File: src/hw/rtl/pfr_pkg.sv
// ============================================================================
// pfr_pkg: shared types and constants of the page fault replacement block
// Sizes, register indexes, controller states, command and status groups and
// small helper functions used by the controller and the datapath.
// ============================================================================
package pfr_pkg;

  // Table sizes.
  localparam int NUM_PAGES  = 256;
  localparam int PAGE_W     = 8;
  localparam int NUM_FRAMES = 64;
  localparam int FRAME_W    = 6;
  localparam int FCNT_W     = 7;
  localparam int CNT_W      = 32;

  // Random generator.
  localparam int            LFSR_W       = 16;
  localparam logic [15:0]   SEED_DEFAULT = 16'hACE1;
  localparam logic [15:0]   LFSR_TAPS    = 16'hB400;

  // Remainder unit: dividend bits consumed per cycle and cycle count.
  localparam int REM_STEP  = 4;
  localparam int REM_CYC   = LFSR_W / REM_STEP;
  localparam int REM_CNT_W = $clog2(REM_CYC);

  // Configuration port.
  localparam int CFG_ADDR_W = 2;
  localparam int CFG_DATA_W = 16;

  typedef enum logic [CFG_ADDR_W-1:0] {
    CFG_POLICY = 2'd0,
    CFG_FRAMES = 2'd1,
    CFG_SEED   = 2'd2
  } cfg_idx_t;

  // Victim selection policy codes.
  localparam logic POLICY_FIFO = 1'b0;
  localparam logic POLICY_RAND = 1'b1;

  // Controller states.
  typedef enum logic [2:0] {
    ST_IDLE,
    ST_LOOK,
    ST_MOD,
    ST_OWN,
    ST_VIC,
    ST_COMMIT
  } state_t;

  // Commands from the controller to the datapath.
  typedef struct packed {
    logic accept;
    logic take_resident;
    logic take_fill;
    logic start_rand;
    logic take_fifo;
    logic take_rem;
    logic own_rd;
    logic victim;
    logic commit;
  } cmd_t;

  // Status from the datapath to the controller.
  typedef struct packed {
    logic resident;
    logic fill_avail;
    logic rand_mode;
    logic rem_done;
    logic out_busy;
  } sts_t;

  // Galois LFSR step, shifting right.
  function automatic logic [LFSR_W-1:0] lfsr_next(input logic [LFSR_W-1:0] v);
    logic [LFSR_W-1:0] s;
    s = v >> 1;
    if (v[0]) begin
      s = s ^ LFSR_TAPS;
    end
    return s;
  endfunction

  // A zero seed falls back to the default so the generator never locks up.
  function automatic logic [LFSR_W-1:0] seed_value(input logic [LFSR_W-1:0] s);
    return (s == '0) ? SEED_DEFAULT : s;
  endfunction

  // Frame count clamped to the range 1 to NUM_FRAMES.
  function automatic logic [FCNT_W-1:0] frame_clamp(input logic [FCNT_W-1:0] n);
    logic [FCNT_W-1:0] r;
    r = n;
    if (n == '0) begin
      r = FCNT_W'(1);
    end else if (n > FCNT_W'(NUM_FRAMES)) begin
      r = FCNT_W'(NUM_FRAMES);
    end
    return r;
  endfunction

  // Saturating increment of an event counter.
  function automatic logic [CNT_W-1:0] sat_inc(input logic [CNT_W-1:0] c);
    return (c == '1) ? c : c + CNT_W'(1);
  endfunction

endpackage

File: src/hw/rtl/pfr_rem.sv
// ============================================================================
// pfr_rem: iterative remainder unit
// Computes the random value modulo the frame count by restoring division,
// several dividend bits per cycle, and pulses done when the remainder is ready.
// ============================================================================
module pfr_rem (
  input  logic                         clk,
  input  logic                         rst_n,
  input  logic                         start,
  input  logic [pfr_pkg::LFSR_W-1:0]   dividend,
  input  logic [pfr_pkg::FCNT_W-1:0]   divisor,
  output logic                         done,
  output logic [pfr_pkg::FRAME_W-1:0]  rem
);

  logic                            busy_r;
  logic                            done_r;
  logic [pfr_pkg::REM_CNT_W-1:0]   cnt_r;
  logic [pfr_pkg::LFSR_W-1:0]      dvd_r;
  logic [pfr_pkg::FRAME_W-1:0]     rem_r;
  logic [pfr_pkg::FCNT_W-1:0]      d_r;
  logic [pfr_pkg::FRAME_W-1:0]     rem_nxt;

  // A few restoring steps per cycle; the partial remainder stays below the divisor.
  always_comb begin
    logic [pfr_pkg::FRAME_W-1:0] r;
    logic [pfr_pkg::FCNT_W-1:0]  t;
    r = rem_r;
    for (int i = 0; i < pfr_pkg::REM_STEP; i++) begin
      t = {r, dvd_r[pfr_pkg::LFSR_W-1-i]};
      if (t >= d_r) begin
        r = pfr_pkg::FRAME_W'(t - d_r);
      end else begin
        r = t[pfr_pkg::FRAME_W-1:0];
      end
    end
    rem_nxt = r;
  end

  // Control: busy flag, step counter and done pulse.
  always_ff @(posedge clk) begin
    if (!rst_n) begin
      busy_r <= 1'b0;
      done_r <= 1'b0;
      cnt_r  <= '0;
    end else begin
      done_r <= 1'b0;
      if (start) begin
        busy_r <= 1'b1;
        cnt_r  <= '0;
      end else if (busy_r) begin
        cnt_r <= cnt_r + pfr_pkg::REM_CNT_W'(1);
        if (cnt_r == pfr_pkg::REM_CNT_W'(pfr_pkg::REM_CYC - 1)) begin
          busy_r <= 1'b0;
          done_r <= 1'b1;
        end
      end
    end
  end

  // Datapath: dividend shift register, partial remainder and divisor.
  always_ff @(posedge clk) begin
    if (start) begin
      dvd_r <= dividend;
      rem_r <= '0;
      d_r   <= divisor;
    end else if (busy_r) begin
      dvd_r <= dvd_r << pfr_pkg::REM_STEP;
      rem_r <= rem_nxt;
    end
  end

  assign done = done_r;
  assign rem  = rem_r;

  // The finished remainder is always below the divisor.
  a_rem_range: assert property (@(posedge clk) disable iff (!rst_n)
    done_r |-> ({1'b0, rem_r} < d_r))
    else $error("remainder not below divisor");

endmodule

File: src/hw/rtl/pfr_dpath.sv
// ============================================================================
// pfr_dpath: page fault replacement datapath
// Holds the configuration, page and frame tables, fill and round-robin state,
// the random generator, event counters and the output register.
// ============================================================================
module pfr_dpath (
  input  logic                            clk,
  input  logic                            rst_n,
  input  pfr_pkg::cmd_t                   cmd,
  output pfr_pkg::sts_t                   sts,
  input  logic                            cfg_we,
  input  logic [pfr_pkg::CFG_ADDR_W-1:0]  cfg_addr,
  input  logic [pfr_pkg::CFG_DATA_W-1:0]  cfg_wdata,
  input  logic [pfr_pkg::PAGE_W-1:0]      in_fault_page,
  input  logic                            out_stall,
  output logic                            out_valid,
  output logic [pfr_pkg::FRAME_W-1:0]     out_mapped_frame,
  output logic                            out_write_granted,
  output logic                            out_load_from_disk,
  output logic                            out_evicted,
  output logic                            out_write_back,
  output logic [pfr_pkg::PAGE_W-1:0]      out_removed_page,
  output logic [pfr_pkg::CNT_W-1:0]       out_fault_total,
  output logic [pfr_pkg::CNT_W-1:0]       out_read_total,
  output logic [pfr_pkg::CNT_W-1:0]       out_write_total
);

  // Configuration registers.
  logic                          policy_r;
  logic [pfr_pkg::FCNT_W-1:0]    frames_r;

  // Tables.
  logic [pfr_pkg::FRAME_W-1:0]   pf_mem  [pfr_pkg::NUM_PAGES];
  logic [pfr_pkg::PAGE_W-1:0]    own_mem [pfr_pkg::NUM_FRAMES];
  logic [pfr_pkg::NUM_PAGES-1:0] res_r;
  logic [pfr_pkg::NUM_PAGES-1:0] dirty_r;
  logic [pfr_pkg::FRAME_W-1:0]   pf_rdata_r;
  logic [pfr_pkg::PAGE_W-1:0]    own_rdata_r;

  // Allocation state.
  logic [pfr_pkg::FCNT_W-1:0]    fill_r;
  logic [pfr_pkg::FRAME_W-1:0]   ptr_r;
  logic [pfr_pkg::LFSR_W-1:0]    lfsr_r;
  logic [pfr_pkg::LFSR_W-1:0]    lfsr_nxt;

  // Working item.
  logic [pfr_pkg::PAGE_W-1:0]    page_r;
  logic [pfr_pkg::FRAME_W-1:0]   frame_r;
  logic                          granted_r;
  logic                          load_r;
  logic                          evict_r;
  logic                          wb_r;
  logic [pfr_pkg::PAGE_W-1:0]    victim_r;

  // Counters and output register.
  logic [pfr_pkg::CNT_W-1:0]     fault_cnt_r;
  logic [pfr_pkg::CNT_W-1:0]     read_cnt_r;
  logic [pfr_pkg::CNT_W-1:0]     write_cnt_r;
  logic                          out_valid_r;
  logic [pfr_pkg::FRAME_W-1:0]   out_frame_r;
  logic                          out_granted_r;
  logic                          out_load_r;
  logic                          out_evict_r;
  logic                          out_wb_r;
  logic [pfr_pkg::PAGE_W-1:0]    out_victim_r;

  // Derived values.
  logic [pfr_pkg::FCNT_W-1:0]    limit;
  logic [pfr_pkg::FRAME_W-1:0]   fifo_frame;
  logic [pfr_pkg::FRAME_W-1:0]   fifo_nxt;
  logic [pfr_pkg::FCNT_W-1:0]    fifo_inc;
  logic                          rem_done;
  logic [pfr_pkg::FRAME_W-1:0]   rem_val;

  assign limit      = pfr_pkg::frame_clamp(frames_r);
  assign lfsr_nxt   = pfr_pkg::lfsr_next(lfsr_r);
  assign fifo_frame = ({1'b0, ptr_r} < limit) ? ptr_r : '0;
  assign fifo_inc   = pfr_pkg::FCNT_W'(fifo_frame) + pfr_pkg::FCNT_W'(1);
  assign fifo_nxt   = (fifo_inc >= limit) ? '0 : fifo_inc[pfr_pkg::FRAME_W-1:0];

  // Victim frame modulo the frame count in random mode.
  pfr_rem u_rem (
    .clk      (clk),
    .rst_n    (rst_n),
    .start    (cmd.start_rand),
    .dividend (lfsr_nxt),
    .divisor  (limit),
    .done     (rem_done),
    .rem      (rem_val)
  );

  // Status toward the controller.
  always_comb begin
    sts.resident   = res_r[page_r];
    sts.fill_avail = (fill_r < limit);
    sts.rand_mode  = (policy_r == pfr_pkg::POLICY_RAND);
    sts.rem_done   = rem_done;
    sts.out_busy   = out_valid_r && out_stall;
  end

  // Configuration, allocation state and random generator.
  always_ff @(posedge clk) begin
    if (!rst_n) begin
      policy_r <= pfr_pkg::POLICY_FIFO;
      frames_r <= pfr_pkg::FCNT_W'(pfr_pkg::NUM_FRAMES);
      lfsr_r   <= pfr_pkg::seed_value(pfr_pkg::SEED_DEFAULT);
      fill_r   <= '0;
      ptr_r    <= '0;
    end else begin
      if (cfg_we) begin
        unique case (cfg_addr)
          pfr_pkg::CFG_POLICY: policy_r <= cfg_wdata[0];
          pfr_pkg::CFG_FRAMES: frames_r <= cfg_wdata[pfr_pkg::FCNT_W-1:0];
          pfr_pkg::CFG_SEED:   lfsr_r   <= pfr_pkg::seed_value(cfg_wdata);
          default: ;
        endcase
      end else if (cmd.start_rand) begin
        lfsr_r <= lfsr_nxt;
      end
      if (cmd.take_fill) begin
        fill_r <= fill_r + pfr_pkg::FCNT_W'(1);
      end
      if (cmd.take_fifo) begin
        ptr_r <= fifo_nxt;
      end
    end
  end

  // Page table: written when a loading item commits, read when an item is accepted.
  always_ff @(posedge clk) begin
    if (cmd.commit && load_r) begin
      pf_mem[page_r] <= frame_r;
    end
    if (cmd.accept) begin
      pf_rdata_r <= pf_mem[in_fault_page];
    end
  end

  // Frame owner table: written when a loading item commits, read before the victim step.
  always_ff @(posedge clk) begin
    if (cmd.commit && load_r) begin
      own_mem[frame_r] <= page_r;
    end
    if (cmd.own_rd) begin
      own_rdata_r <= own_mem[frame_r];
    end
  end

  // Resident and dirty flags per page.
  always_ff @(posedge clk) begin
    if (!rst_n) begin
      res_r   <= '0;
      dirty_r <= '0;
    end else begin
      if (cmd.victim) begin
        res_r[own_rdata_r]   <= 1'b0;
        dirty_r[own_rdata_r] <= 1'b0;
      end
      if (cmd.commit) begin
        if (load_r) begin
          res_r[page_r]   <= 1'b1;
          dirty_r[page_r] <= 1'b0;
        end else begin
          dirty_r[page_r] <= 1'b1;
        end
      end
    end
  end

  // Working item: page, chosen frame and the result flags.
  always_ff @(posedge clk) begin
    if (cmd.accept) begin
      page_r <= in_fault_page;
    end
    if (cmd.take_resident) begin
      frame_r   <= pf_rdata_r;
      granted_r <= 1'b1;
      load_r    <= 1'b0;
      evict_r   <= 1'b0;
      wb_r      <= 1'b0;
      victim_r  <= '0;
    end
    if (cmd.take_fill) begin
      frame_r   <= fill_r[pfr_pkg::FRAME_W-1:0];
      granted_r <= 1'b0;
      load_r    <= 1'b1;
      evict_r   <= 1'b0;
      wb_r      <= 1'b0;
      victim_r  <= '0;
    end
    if (cmd.start_rand || cmd.take_fifo) begin
      granted_r <= 1'b0;
      load_r    <= 1'b1;
      evict_r   <= 1'b1;
      wb_r      <= 1'b0;
      victim_r  <= '0;
    end
    if (cmd.take_fifo) begin
      frame_r <= fifo_frame;
    end
    if (cmd.take_rem) begin
      frame_r <= rem_val;
    end
    if (cmd.victim) begin
      victim_r <= own_rdata_r;
      wb_r     <= dirty_r[own_rdata_r];
    end
  end

  // Event counters; they change only on commit, so they also serve as outputs.
  always_ff @(posedge clk) begin
    if (!rst_n) begin
      fault_cnt_r <= '0;
      read_cnt_r  <= '0;
      write_cnt_r <= '0;
    end else if (cmd.commit) begin
      fault_cnt_r <= pfr_pkg::sat_inc(fault_cnt_r);
      if (load_r) begin
        read_cnt_r <= pfr_pkg::sat_inc(read_cnt_r);
      end
      if (wb_r) begin
        write_cnt_r <= pfr_pkg::sat_inc(write_cnt_r);
      end
    end
  end

  // Output register valid flag.
  always_ff @(posedge clk) begin
    if (!rst_n) begin
      out_valid_r <= 1'b0;
    end else if (cmd.commit) begin
      out_valid_r <= 1'b1;
    end else if (!out_stall) begin
      out_valid_r <= 1'b0;
    end
  end

  // Output register payload.
  always_ff @(posedge clk) begin
    if (cmd.commit) begin
      out_frame_r   <= frame_r;
      out_granted_r <= granted_r;
      out_load_r    <= load_r;
      out_evict_r   <= evict_r;
      out_wb_r      <= wb_r;
      out_victim_r  <= victim_r;
    end
  end

  assign out_valid          = out_valid_r;
  assign out_mapped_frame   = out_frame_r;
  assign out_write_granted  = out_granted_r;
  assign out_load_from_disk = out_load_r;
  assign out_evicted        = out_evict_r;
  assign out_write_back     = out_wb_r;
  assign out_removed_page   = out_victim_r;
  assign out_fault_total    = fault_cnt_r;
  assign out_read_total     = read_cnt_r;
  assign out_write_total    = write_cnt_r;

  // A loaded page is resident once its item commits.
  a_load_resident: assert property (@(posedge clk) disable iff (!rst_n)
    (cmd.commit && load_r) |=> res_r[page_r])
    else $error("loaded page not marked resident");

  // The victim page is no longer resident once it has been chosen.
  a_victim_cleared: assert property (@(posedge clk) disable iff (!rst_n)
    cmd.victim |=> !res_r[victim_r])
    else $error("victim page still resident");

endmodule

File: src/hw/rtl/pfr_ctrl.sv
// ============================================================================
// pfr_ctrl: page fault replacement controller
// Sequences one item at a time through lookup, victim choice, owner read and
// commit, and drives the input stall.
// ============================================================================
module pfr_ctrl (
  input  logic           clk,
  input  logic           rst_n,
  input  logic           in_valid,
  output logic           in_stall,
  input  pfr_pkg::sts_t  sts,
  output pfr_pkg::cmd_t  cmd
);

  pfr_pkg::state_t state_r;
  pfr_pkg::state_t state_nxt;

  // State register.
  always_ff @(posedge clk) begin
    if (!rst_n) begin
      state_r <= pfr_pkg::ST_IDLE;
    end else begin
      state_r <= state_nxt;
    end
  end

  // Next state and commands.
  always_comb begin
    state_nxt = state_r;
    cmd       = '0;
    in_stall  = (state_r != pfr_pkg::ST_IDLE);
    unique case (state_r)
      pfr_pkg::ST_IDLE: begin
        if (in_valid) begin
          cmd.accept = 1'b1;
          state_nxt  = pfr_pkg::ST_LOOK;
        end
      end
      pfr_pkg::ST_LOOK: begin
        priority if (sts.resident) begin
          cmd.take_resident = 1'b1;
          state_nxt         = pfr_pkg::ST_COMMIT;
        end else if (sts.fill_avail) begin
          cmd.take_fill = 1'b1;
          state_nxt     = pfr_pkg::ST_COMMIT;
        end else if (sts.rand_mode) begin
          cmd.start_rand = 1'b1;
          state_nxt      = pfr_pkg::ST_MOD;
        end else begin
          cmd.take_fifo = 1'b1;
          state_nxt     = pfr_pkg::ST_OWN;
        end
      end
      pfr_pkg::ST_MOD: begin
        if (sts.rem_done) begin
          cmd.take_rem = 1'b1;
          state_nxt    = pfr_pkg::ST_OWN;
        end
      end
      pfr_pkg::ST_OWN: begin
        cmd.own_rd = 1'b1;
        state_nxt  = pfr_pkg::ST_VIC;
      end
      pfr_pkg::ST_VIC: begin
        cmd.victim = 1'b1;
        state_nxt  = pfr_pkg::ST_COMMIT;
      end
      pfr_pkg::ST_COMMIT: begin
        if (!sts.out_busy) begin
          cmd.commit = 1'b1;
          state_nxt  = pfr_pkg::ST_IDLE;
        end
      end
      default: state_nxt = pfr_pkg::ST_IDLE;
    endcase
  end

  // A result is never written over one that is still waiting.
  a_no_overwrite: assert property (@(posedge clk) disable iff (!rst_n)
    cmd.commit |-> !sts.out_busy)
    else $error("commit while output register is held");

  // An accepted item goes to lookup in the next cycle.
  a_accept_look: assert property (@(posedge clk) disable iff (!rst_n)
    (in_valid && !in_stall) |=> (state_r == pfr_pkg::ST_LOOK))
    else $error("accepted item did not enter lookup");

endmodule

File: src/hw/rtl/page_fault_fifo_random_replacement_top.sv
// ============================================================================
// page_fault_fifo_random_replacement_top: page fault handler with FIFO or
// pseudo-random frame replacement
// Joins the controller and the datapath and exposes the item channels and the
// configuration write port.
// ============================================================================
// A resident page or a free frame goes from lookup straight to commit. A FIFO
// eviction adds the frame owner memory read and the victim step; a random eviction
// adds the same steps after waiting for the remainder unit, which takes 4 dividend
// bits a cycle. One item is in work at a time; the next item is accepted while the
// previous result waits in the output register.
// Reset (synchronous, active low) clears all page flags, counters and fill state.
module page_fault_fifo_random_replacement_top (
  input  logic                            clk,
  input  logic                            rst_n,
  input  logic                            in_valid,
  output logic                            in_stall,
  input  logic [pfr_pkg::PAGE_W-1:0]      in_fault_page,
  output logic                            out_valid,
  input  logic                            out_stall,
  output logic [pfr_pkg::FRAME_W-1:0]     out_mapped_frame,
  output logic                            out_write_granted,
  output logic                            out_load_from_disk,
  output logic                            out_evicted,
  output logic                            out_write_back,
  output logic [pfr_pkg::PAGE_W-1:0]      out_removed_page,
  output logic [pfr_pkg::CNT_W-1:0]       out_fault_total,
  output logic [pfr_pkg::CNT_W-1:0]       out_read_total,
  output logic [pfr_pkg::CNT_W-1:0]       out_write_total,
  input  logic                            cfg_we,
  input  logic [pfr_pkg::CFG_ADDR_W-1:0]  cfg_addr,
  input  logic [pfr_pkg::CFG_DATA_W-1:0]  cfg_wdata
);

  pfr_pkg::cmd_t cmd;
  pfr_pkg::sts_t sts;

  // Sequencer.
  pfr_ctrl u_ctrl (
    .clk      (clk),
    .rst_n    (rst_n),
    .in_valid (in_valid),
    .in_stall (in_stall),
    .sts      (sts),
    .cmd      (cmd)
  );

  // Tables, counters and output register.
  pfr_dpath u_dpath (
    .clk                (clk),
    .rst_n              (rst_n),
    .cmd                (cmd),
    .sts                (sts),
    .cfg_we             (cfg_we),
    .cfg_addr           (cfg_addr),
    .cfg_wdata          (cfg_wdata),
    .in_fault_page      (in_fault_page),
    .out_stall          (out_stall),
    .out_valid          (out_valid),
    .out_mapped_frame   (out_mapped_frame),
    .out_write_granted  (out_write_granted),
    .out_load_from_disk (out_load_from_disk),
    .out_evicted        (out_evicted),
    .out_write_back     (out_write_back),
    .out_removed_page   (out_removed_page),
    .out_fault_total    (out_fault_total),
    .out_read_total     (out_read_total),
    .out_write_total    (out_write_total)
  );

endmodule
File: config.mk
export PLATFORM = sky130hd
export DESIGN_NAME = page_fault_fifo_random_replacement_top
export DESIGN_NICKNAME = d
export VERILOG_FILES = /design/src/hw/rtl/pfr_pkg.sv /design/src/hw/rtl/pfr_rem.sv /design/src/hw/rtl/pfr_dpath.sv /design/src/hw/rtl/pfr_ctrl.sv /design/src/hw/rtl/page_fault_fifo_random_replacement_top.sv
export SDC_FILE = /design/constraint.sdc
export NUM_CORES = 2
export LEC_CHECK = 0
export BUFFER_PORTS_ARGS = -buffer_cell sky130_fd_sc_hd__buf_2
export CAP_MARGIN = 10
export CORE_ASPECT_RATIO = 1.25
export CORE_MARGIN = 2
export CORE_UTILIZATION = 55
export CTS_CLUSTER_SIZE = 28
export DETAILED_ROUTE_END_ITERATION = 7
export PLACE_DENSITY_LB_ADDON = 0.12
export SYNTH_ARGS = -nofsm -noshare
export SYNTH_HDL_FRONTEND = slang
export SYNTH_SLANG_ARGS = --single-unit
File: constraint.sdc
create_clock -name clk -period 11.6 [get_ports clk]
set_clock_uncertainty 0.1 [all_clocks]
set_input_delay 1.16 -clock clk [delete_from_list [all_inputs] [get_ports clk]]
set_output_delay 1.16 -clock clk [all_outputs]
set_load 0.02 [all_outputs]
Yosys cells after proc, flatten, opt, wreduce, memory -nomap -nowiden:

Memories as Yosys holds them, arrays and structs flattened. A register that Yosys moved wholly into a read port is not among the register bits.
Index checks and enable logic that the tools add are counted.

* register bits: 726
* bits in writable memories: 2048
* input bits: 31
* output and inout port bits: 116
* word-level logic and storage cells: 182
* memories kept: 2

Memory list
* u_dpath.pf_mem: depth 256, bits a word 6, read ports 1, clocked after memory_dff 1, wr ports 1, RTL line pfr_dpath.sv:33 `logic [pfr_pkg::FRAME_W-1:0] pf_mem [pfr_pkg::NUM_PAGES];`
* u_dpath.own_mem: depth 64, bits a word 8, read ports 1, clocked after memory_dff 1, wr ports 1, RTL line pfr_dpath.sv:34 `logic [pfr_pkg::PAGE_W-1:0] own_mem [pfr_pkg::NUM_FRAMES];`

* add/subtract/negate cells: 10
* magnitude comparators: 12
* equal/unequal tests: 16
* muxes and demuxes: 73
* bitwise logic cells: 13
* reductions and logical operators: 25

Operators by type and width (number)
* $mux 256: 8
* $and 256x256->256: 3
* $not 256->256: 2
* $or 256x256->256: 2
* $mux 16: 7
* $add 32x1->32 const B: 3
* $eq 32x32->1 const B: 3
* $mux 6: 10
* $ge 7x7->1: 5
* $mux 8: 4
* $mux 1: 29
* $sub 6x6->6: 4
* $lt 8x9->1 const B: 2
* $mux 3: 6
* $pmux 3 s6: 1
* $bmux 1 s8: 2
* $demux 1 s8: 2
* $ge 8x1->1 const B: 2
* $logic_not 16->1: 1
* $mux 7: 2
* $reduce_and 3->1: 3
* $reduce_and 2->1: 4
* $reduce_bool 4->1: 2
* $add 6x1->7 const B: 1
* 25 further kinds: 41

Logic depth before layout (Yosys ltp):

* depth in word-level cells: 11
* mapped depth: 34
* mapped depth without buffers: 33

Modules after synthesis:

Synthesis repeated with hierarchy kept, for this count alone.

* cell total of the unflattened synthesis: 7445
* area, all modules: 115276.8 µm²

By module, submodules not included
* pfr_dpath: times used 1, cells an instance 7151, area an instance 112412.8 µm², seq. area each 76143.0 µm²
* pfr_rem: times used 1, cells an instance 261, area an instance 2605.0 µm², seq. area each 890.9 µm²
* pfr_ctrl: times used 1, cells an instance 33, area an instance 259.0 µm², seq. area each 60.1 µm²

Least setup slack after synthesis:

OpenSTA, ideal clock, no wires.

* path kind: register -> register
* start point: register u_dpath.u_rem.d_r[1] (netlist name)
* end point: register u_dpath.u_rem.rem_r, in the netlist u_dpath.u_rem.rem[1]
* setup time: 0.127 ns
* data arrival time: 7.547 ns
* data required time: 11.373 ns
* path slack: 3.825 ns
* cell stages (with the launch flop): 33
* buffers on the path: 1
* clock period less this slack: 7.775 ns
* cell sequence: edfxtp_1 > inv_1 > ha_1 > nor2b_1 > o21ai_0 > a21oi_1 > o41ai_2 > mux2i_1 > ha_1 > nor2b_1 > o21ai_0 > nand3b_1 > a221oi_1 > o21ai_0 > ha_1 > nor2b_1 > o21a_1 > o21ai_0 > a21oi_1 > o31ai_1 > a21oi_1 > or2_2 > ha_1 > nor2b_1 > o21ai_0 > a21oi_1 > o21ai_0 > a21boi_0 > o31a_1 > or2_2 > clkbuf_1 > o311ai_0 > a21oi_1

* word-level cells in the longest chain between the ends: 8
* elaborated cells on any way between the ends: 12
* those cells by class: add/sub (4); order compare (4); mux (4)

Ends and longest elaborated chain
* from (decl): RTL line pfr_rem.sv:21 `logic [pfr_pkg::FCNT_W-1:0] d_r;`
* from (signal assigned): RTL line pfr_rem.sv:66 `d_r <= divisor;`
* $sub 6x6->6 / $ge 7x7->1 (equally long branches): RTL line pfr_rem.sv:32, pfr_rem.sv:31
* $mux 6: RTL line pfr_rem.sv:31 `if (t >= d_r) begin`
* $sub 6x6->6 / $ge 7x7->1 (equally long branches): RTL line pfr_rem.sv:32, pfr_rem.sv:31
* $mux 6: RTL line pfr_rem.sv:31
* $ge 7x7->1 / $sub 6x6->6 (equally long branches): RTL line pfr_rem.sv:31, pfr_rem.sv:32
* $mux 6: RTL line pfr_rem.sv:31
* $sub 6x6->6 / $ge 7x7->1 (equally long branches): RTL line pfr_rem.sv:32, pfr_rem.sv:31
* $mux 6 *: RTL line pfr_rem.sv:31
* to (signal assigned): RTL line pfr_rem.sv:69 `rem_r <= rem_nxt;`
* to (decl): RTL line pfr_rem.sv:20 `logic [pfr_pkg::FRAME_W-1:0] rem_r;`

Mark *: on every way between the ends. The rest lies on a longest branch, timed or not.
A chain may end at the register's enable or synchronous reset.

Final worst setup path:

Same ends and word-level chain as after synthesis.

==> results_dict.tcl <==
set metrics [dict create \
    htree_levels 5 \
    outcome "finished, violations left" \
    drc_errors 9 \
    gp_congestion 0.859 \
    cts.sinks 2788 \
    placed_area_um2 117000 \
    clkTransAtPathRegs_ps 60 \
    drtIter0Drc 7898 \
    synth_fp_nets 7273 \
    hold_buffers 0 \
    dieArea_um2 211000 \
    synth_edf_count 2126 \
    clock_power_share 0.411 \
    final_layout_size_suffix_gt1_frac 0.194 \
    grtUsageTotal 0.296 \
    p_sw_uw 5010 \
    synth_area_um2 114000 \
    pwr-share-seq 0.510 \
    ys_types 74 \
    fin_nets 7264 \
    hpwlAfterDp_um 190000 \
    cp.required_ps 12270 \
    endpoint_kind "register" \
    wl_per_cell_um 31.0 \
    final_cell_mix "edfxtp_1 (2126), dfxtp_1 (661), mux4_2 (635)" \
    grt_pass1_wl_um 459000 \
    vdd_drop_max_v 0.000178 \
    power.total_uw 21600 \
    synth_top_cell_area_share 0.559 \
    synth_seq_cells 2788 \
    synth-seq-area-share 0.675 \
    initial_core_util 0.552 \
    power.density_nw_per_um2 171 \
    cts_made_buffers 286 \
    fin_ws_ps 2900 \
    antenna_found_initial 9 \
    hold_path_class "register to register" \
    finalInstanceArea_um2 126000 \
    criticalPathCategory "register to register" \
    dpl_worst_slack_ps 2890 \
    yosys_warnings 0 \
    drt_first_pass_iters 8 \
    start_kind "register" \
    leakagePower_uw 0.0399 \
    min_period_ps 8700 \
    synth_area_per_cell_um2 15.9 \
    p_sw_frac 0.232 \
    hold_viol 0 \
    final_max_slew_viol_count 0 \
    synth_area_leader_cell "edfxtp_1" \
    die_w_um 412 \
    max_freq_mhz 115 \
    tightest_slew_ps 1390 \
    synth.area.top_cells "edfxtp_1 (56%), mux4_2 (13%), dfxtp_1 (12%)" \
    drt-total-wl_um 314000 \
    grt_pass1_vias 66300 \
    num_vias 67300 \
    setup_viol_count_final 0 \
    port_buffers 146 \
    via_per_inst 6.66 \
    ys_async_sr_fraction 0 \
    cpPeakStageDelay_ps 780 \
    ant_nets 0 \
    postCtsSetupBuffers 0 \
    setup_tns_ps 0 \
    grt_max_degree 223 \
    max-cap-violations 0 \
    synth_flop_cell "edfxtp_1" \
    cts_tree "done" \
    grt.overflow.total 0 \
    cpMostUsedCell "o21ai_0" \
    combPwrFrac 0.079 \
    cts.path.max_buffers 4 \
    utilization 0.610 \
    fin_crit_sh 0.750 \
    critical-path-slowest-cell "o41ai_2" \
    cts_root_buffer "clkbuf_16" \
    ios 147 \
    critPathMaxFanout 9 \
    rsz0062_at_grt "false" \
    failed_checks "design-rule violations" \
    rows 187 \
    clkLatencyLatePin_ps 960 \
    internal_power_uw 16600 \
    cts_resized 0 \
    crit_arrival_ps 9370 \
    syn_inst 7186 \
    slew_headroom 0.0708 \
    layout_commonest_cell "edfxtp_1" \
    core_um2 207000 \
    dieHeight_um 513 \
    syn2layout_area_growth_pct 10.7 \
]
## cells in the mapped netlist, types with 4 or more instances
cell	count
a211oi_1	9
a21o_1	16
a21oi_1	324
a221oi_1	40
a22o_1	37
a22oi_1	219
a31oi_1	13
and2_1	27
and3_1	21
and4_1	7
buf_1	77
buf_2	16
buf_4	8
buf_6	7
clkbuf_1	501
dfxtp_1	662
edfxtp_1	2126
fa_1	4
ha_1	52
inv_1	46
mux2_1	6
mux2_2	22
mux2i_1	69
mux4_2	635
nand2_1	166
nand2b_1	21
nand3_1	82
nand3b_1	7
nand4_1	93
nor2_1	495
nor2b_1	28
nor3_1	28
nor3b_1	8
nor4_1	9
o2111ai_1	9
o211ai_1	17
o21a_1	516
o21ai_0	62
o221a_2	8
o221ai_1	258
o311ai_0	4
or2_2	10
or3_1	277
xnor2_1	49
xor2_1	53
## cells by family after synthesis
family	count (synthesis)	share of synthesized area
DFF	2788	0.675
AOI/OAI and AO/OA	1559	0.0984
and+or+nand+nor	1292	0.0558
muxes	732	0.134
buffers and inverters	657	0.0225
xor gates and xnor gates	102	0.00782
adders and majority gates	56	0.00640
## layout make-up
class	count	area [µm²]
diodes	3	7.51
clock buffers	368	7800
clock inverters	119	1060
fillers	15200	80700
inverters	48	188
multi-input cells	3741	34700
flip-flops and latches	2788	77100
well taps	2740	3430
repair buffers	312	2160
## power by group through the flow
stage,registers (µW),logic [µW],clock network [µW]
after global placement,11200,1690,0
after floorplan,11300,959,0
final,11000,1710,8870
after global routing,11000,1820,9350
after CTS,11000,1710,8970
after detailed placement,11200,1700,0
## worst paths after layout
kind                                                              end                              start  cells after the start  slack (ps)
worst min-delay path            u_dpath.out_removed_page[2]$_DFFE_PP_  u_dpath.victim_r[2]$_SDFFCE_PN0P_                      0         320
worst min register to register  u_dpath.out_removed_page[2]$_DFFE_PP_  u_dpath.victim_r[2]$_SDFFCE_PN0P_                      0         320
worst max register to register      u_dpath.u_rem.rem[1]$_SDFFE_PP0P_     u_dpath.u_rem.d_r[1]$_DFFE_PP_                     34        2900
worst max-delay path                u_dpath.u_rem.rem[1]$_SDFFE_PP0P_     u_dpath.u_rem.d_r[1]$_DFFE_PP_                     34        2900
## worst max-delay path: cells and delay by family, from the launching register on
kind | cells | cell delay, ps
adders and majority gates | 4 | 1200
and+or+nand+nor | 10 | 1720
buffers and inverters | 2 | 520
muxes | 1 | 420
AOI/OAI and AO/OA | 17 | 4150
DFF | 1 | 430
## through the flow
stage | std cells | hold WS (ps)
final | 10100 | 323
after global routing | 10100 | 342
after CTS | 10100 | 329
after detailed placement | 9627 | 308
after global placement | 9627 | 319
after floorplan | 7186 | 300
## metal layers
metal | GRT usage | share of wire
met1 | 0.396 | 0.39
met3 | 0.0482 | 0.075
met2 | 0.480 | 0.49
met4 | 0.132 | 0.048
met5 | 0 | 0.00014
## flip-flops by register name (all words and copies together), names as in the netlist, 2 cells and up
signal	cells
u_dpath.pf_mem	1536
u_dpath.out_read_total	32
u_dpath.own_mem	512
u_dpath.u_rem.d_r	7
u_dpath.out_fault_total	32
u_dpath.page_r	8
u_ctrl.state_r	3
u_dpath.u_rem.rem	6
u_dpath.out_removed_page	8
u_dpath.ptr_r	6
u_dpath.frames_r	7
u_dpath.u_rem.dvd_r	16
u_dpath.u_rem.cnt_r	2
u_dpath.pf_rdata_r	6
u_dpath.res_r	256
u_dpath.own_rdata_r	8
u_dpath.out_write_total	32
u_dpath.victim_r	8
u_dpath.lfsr_r	16
u_dpath.frame_r	6
u_dpath.out_mapped_frame	6
u_dpath.fill_r	7
u_dpath.dirty_r	256
Power figures use the tool's default switching activity.
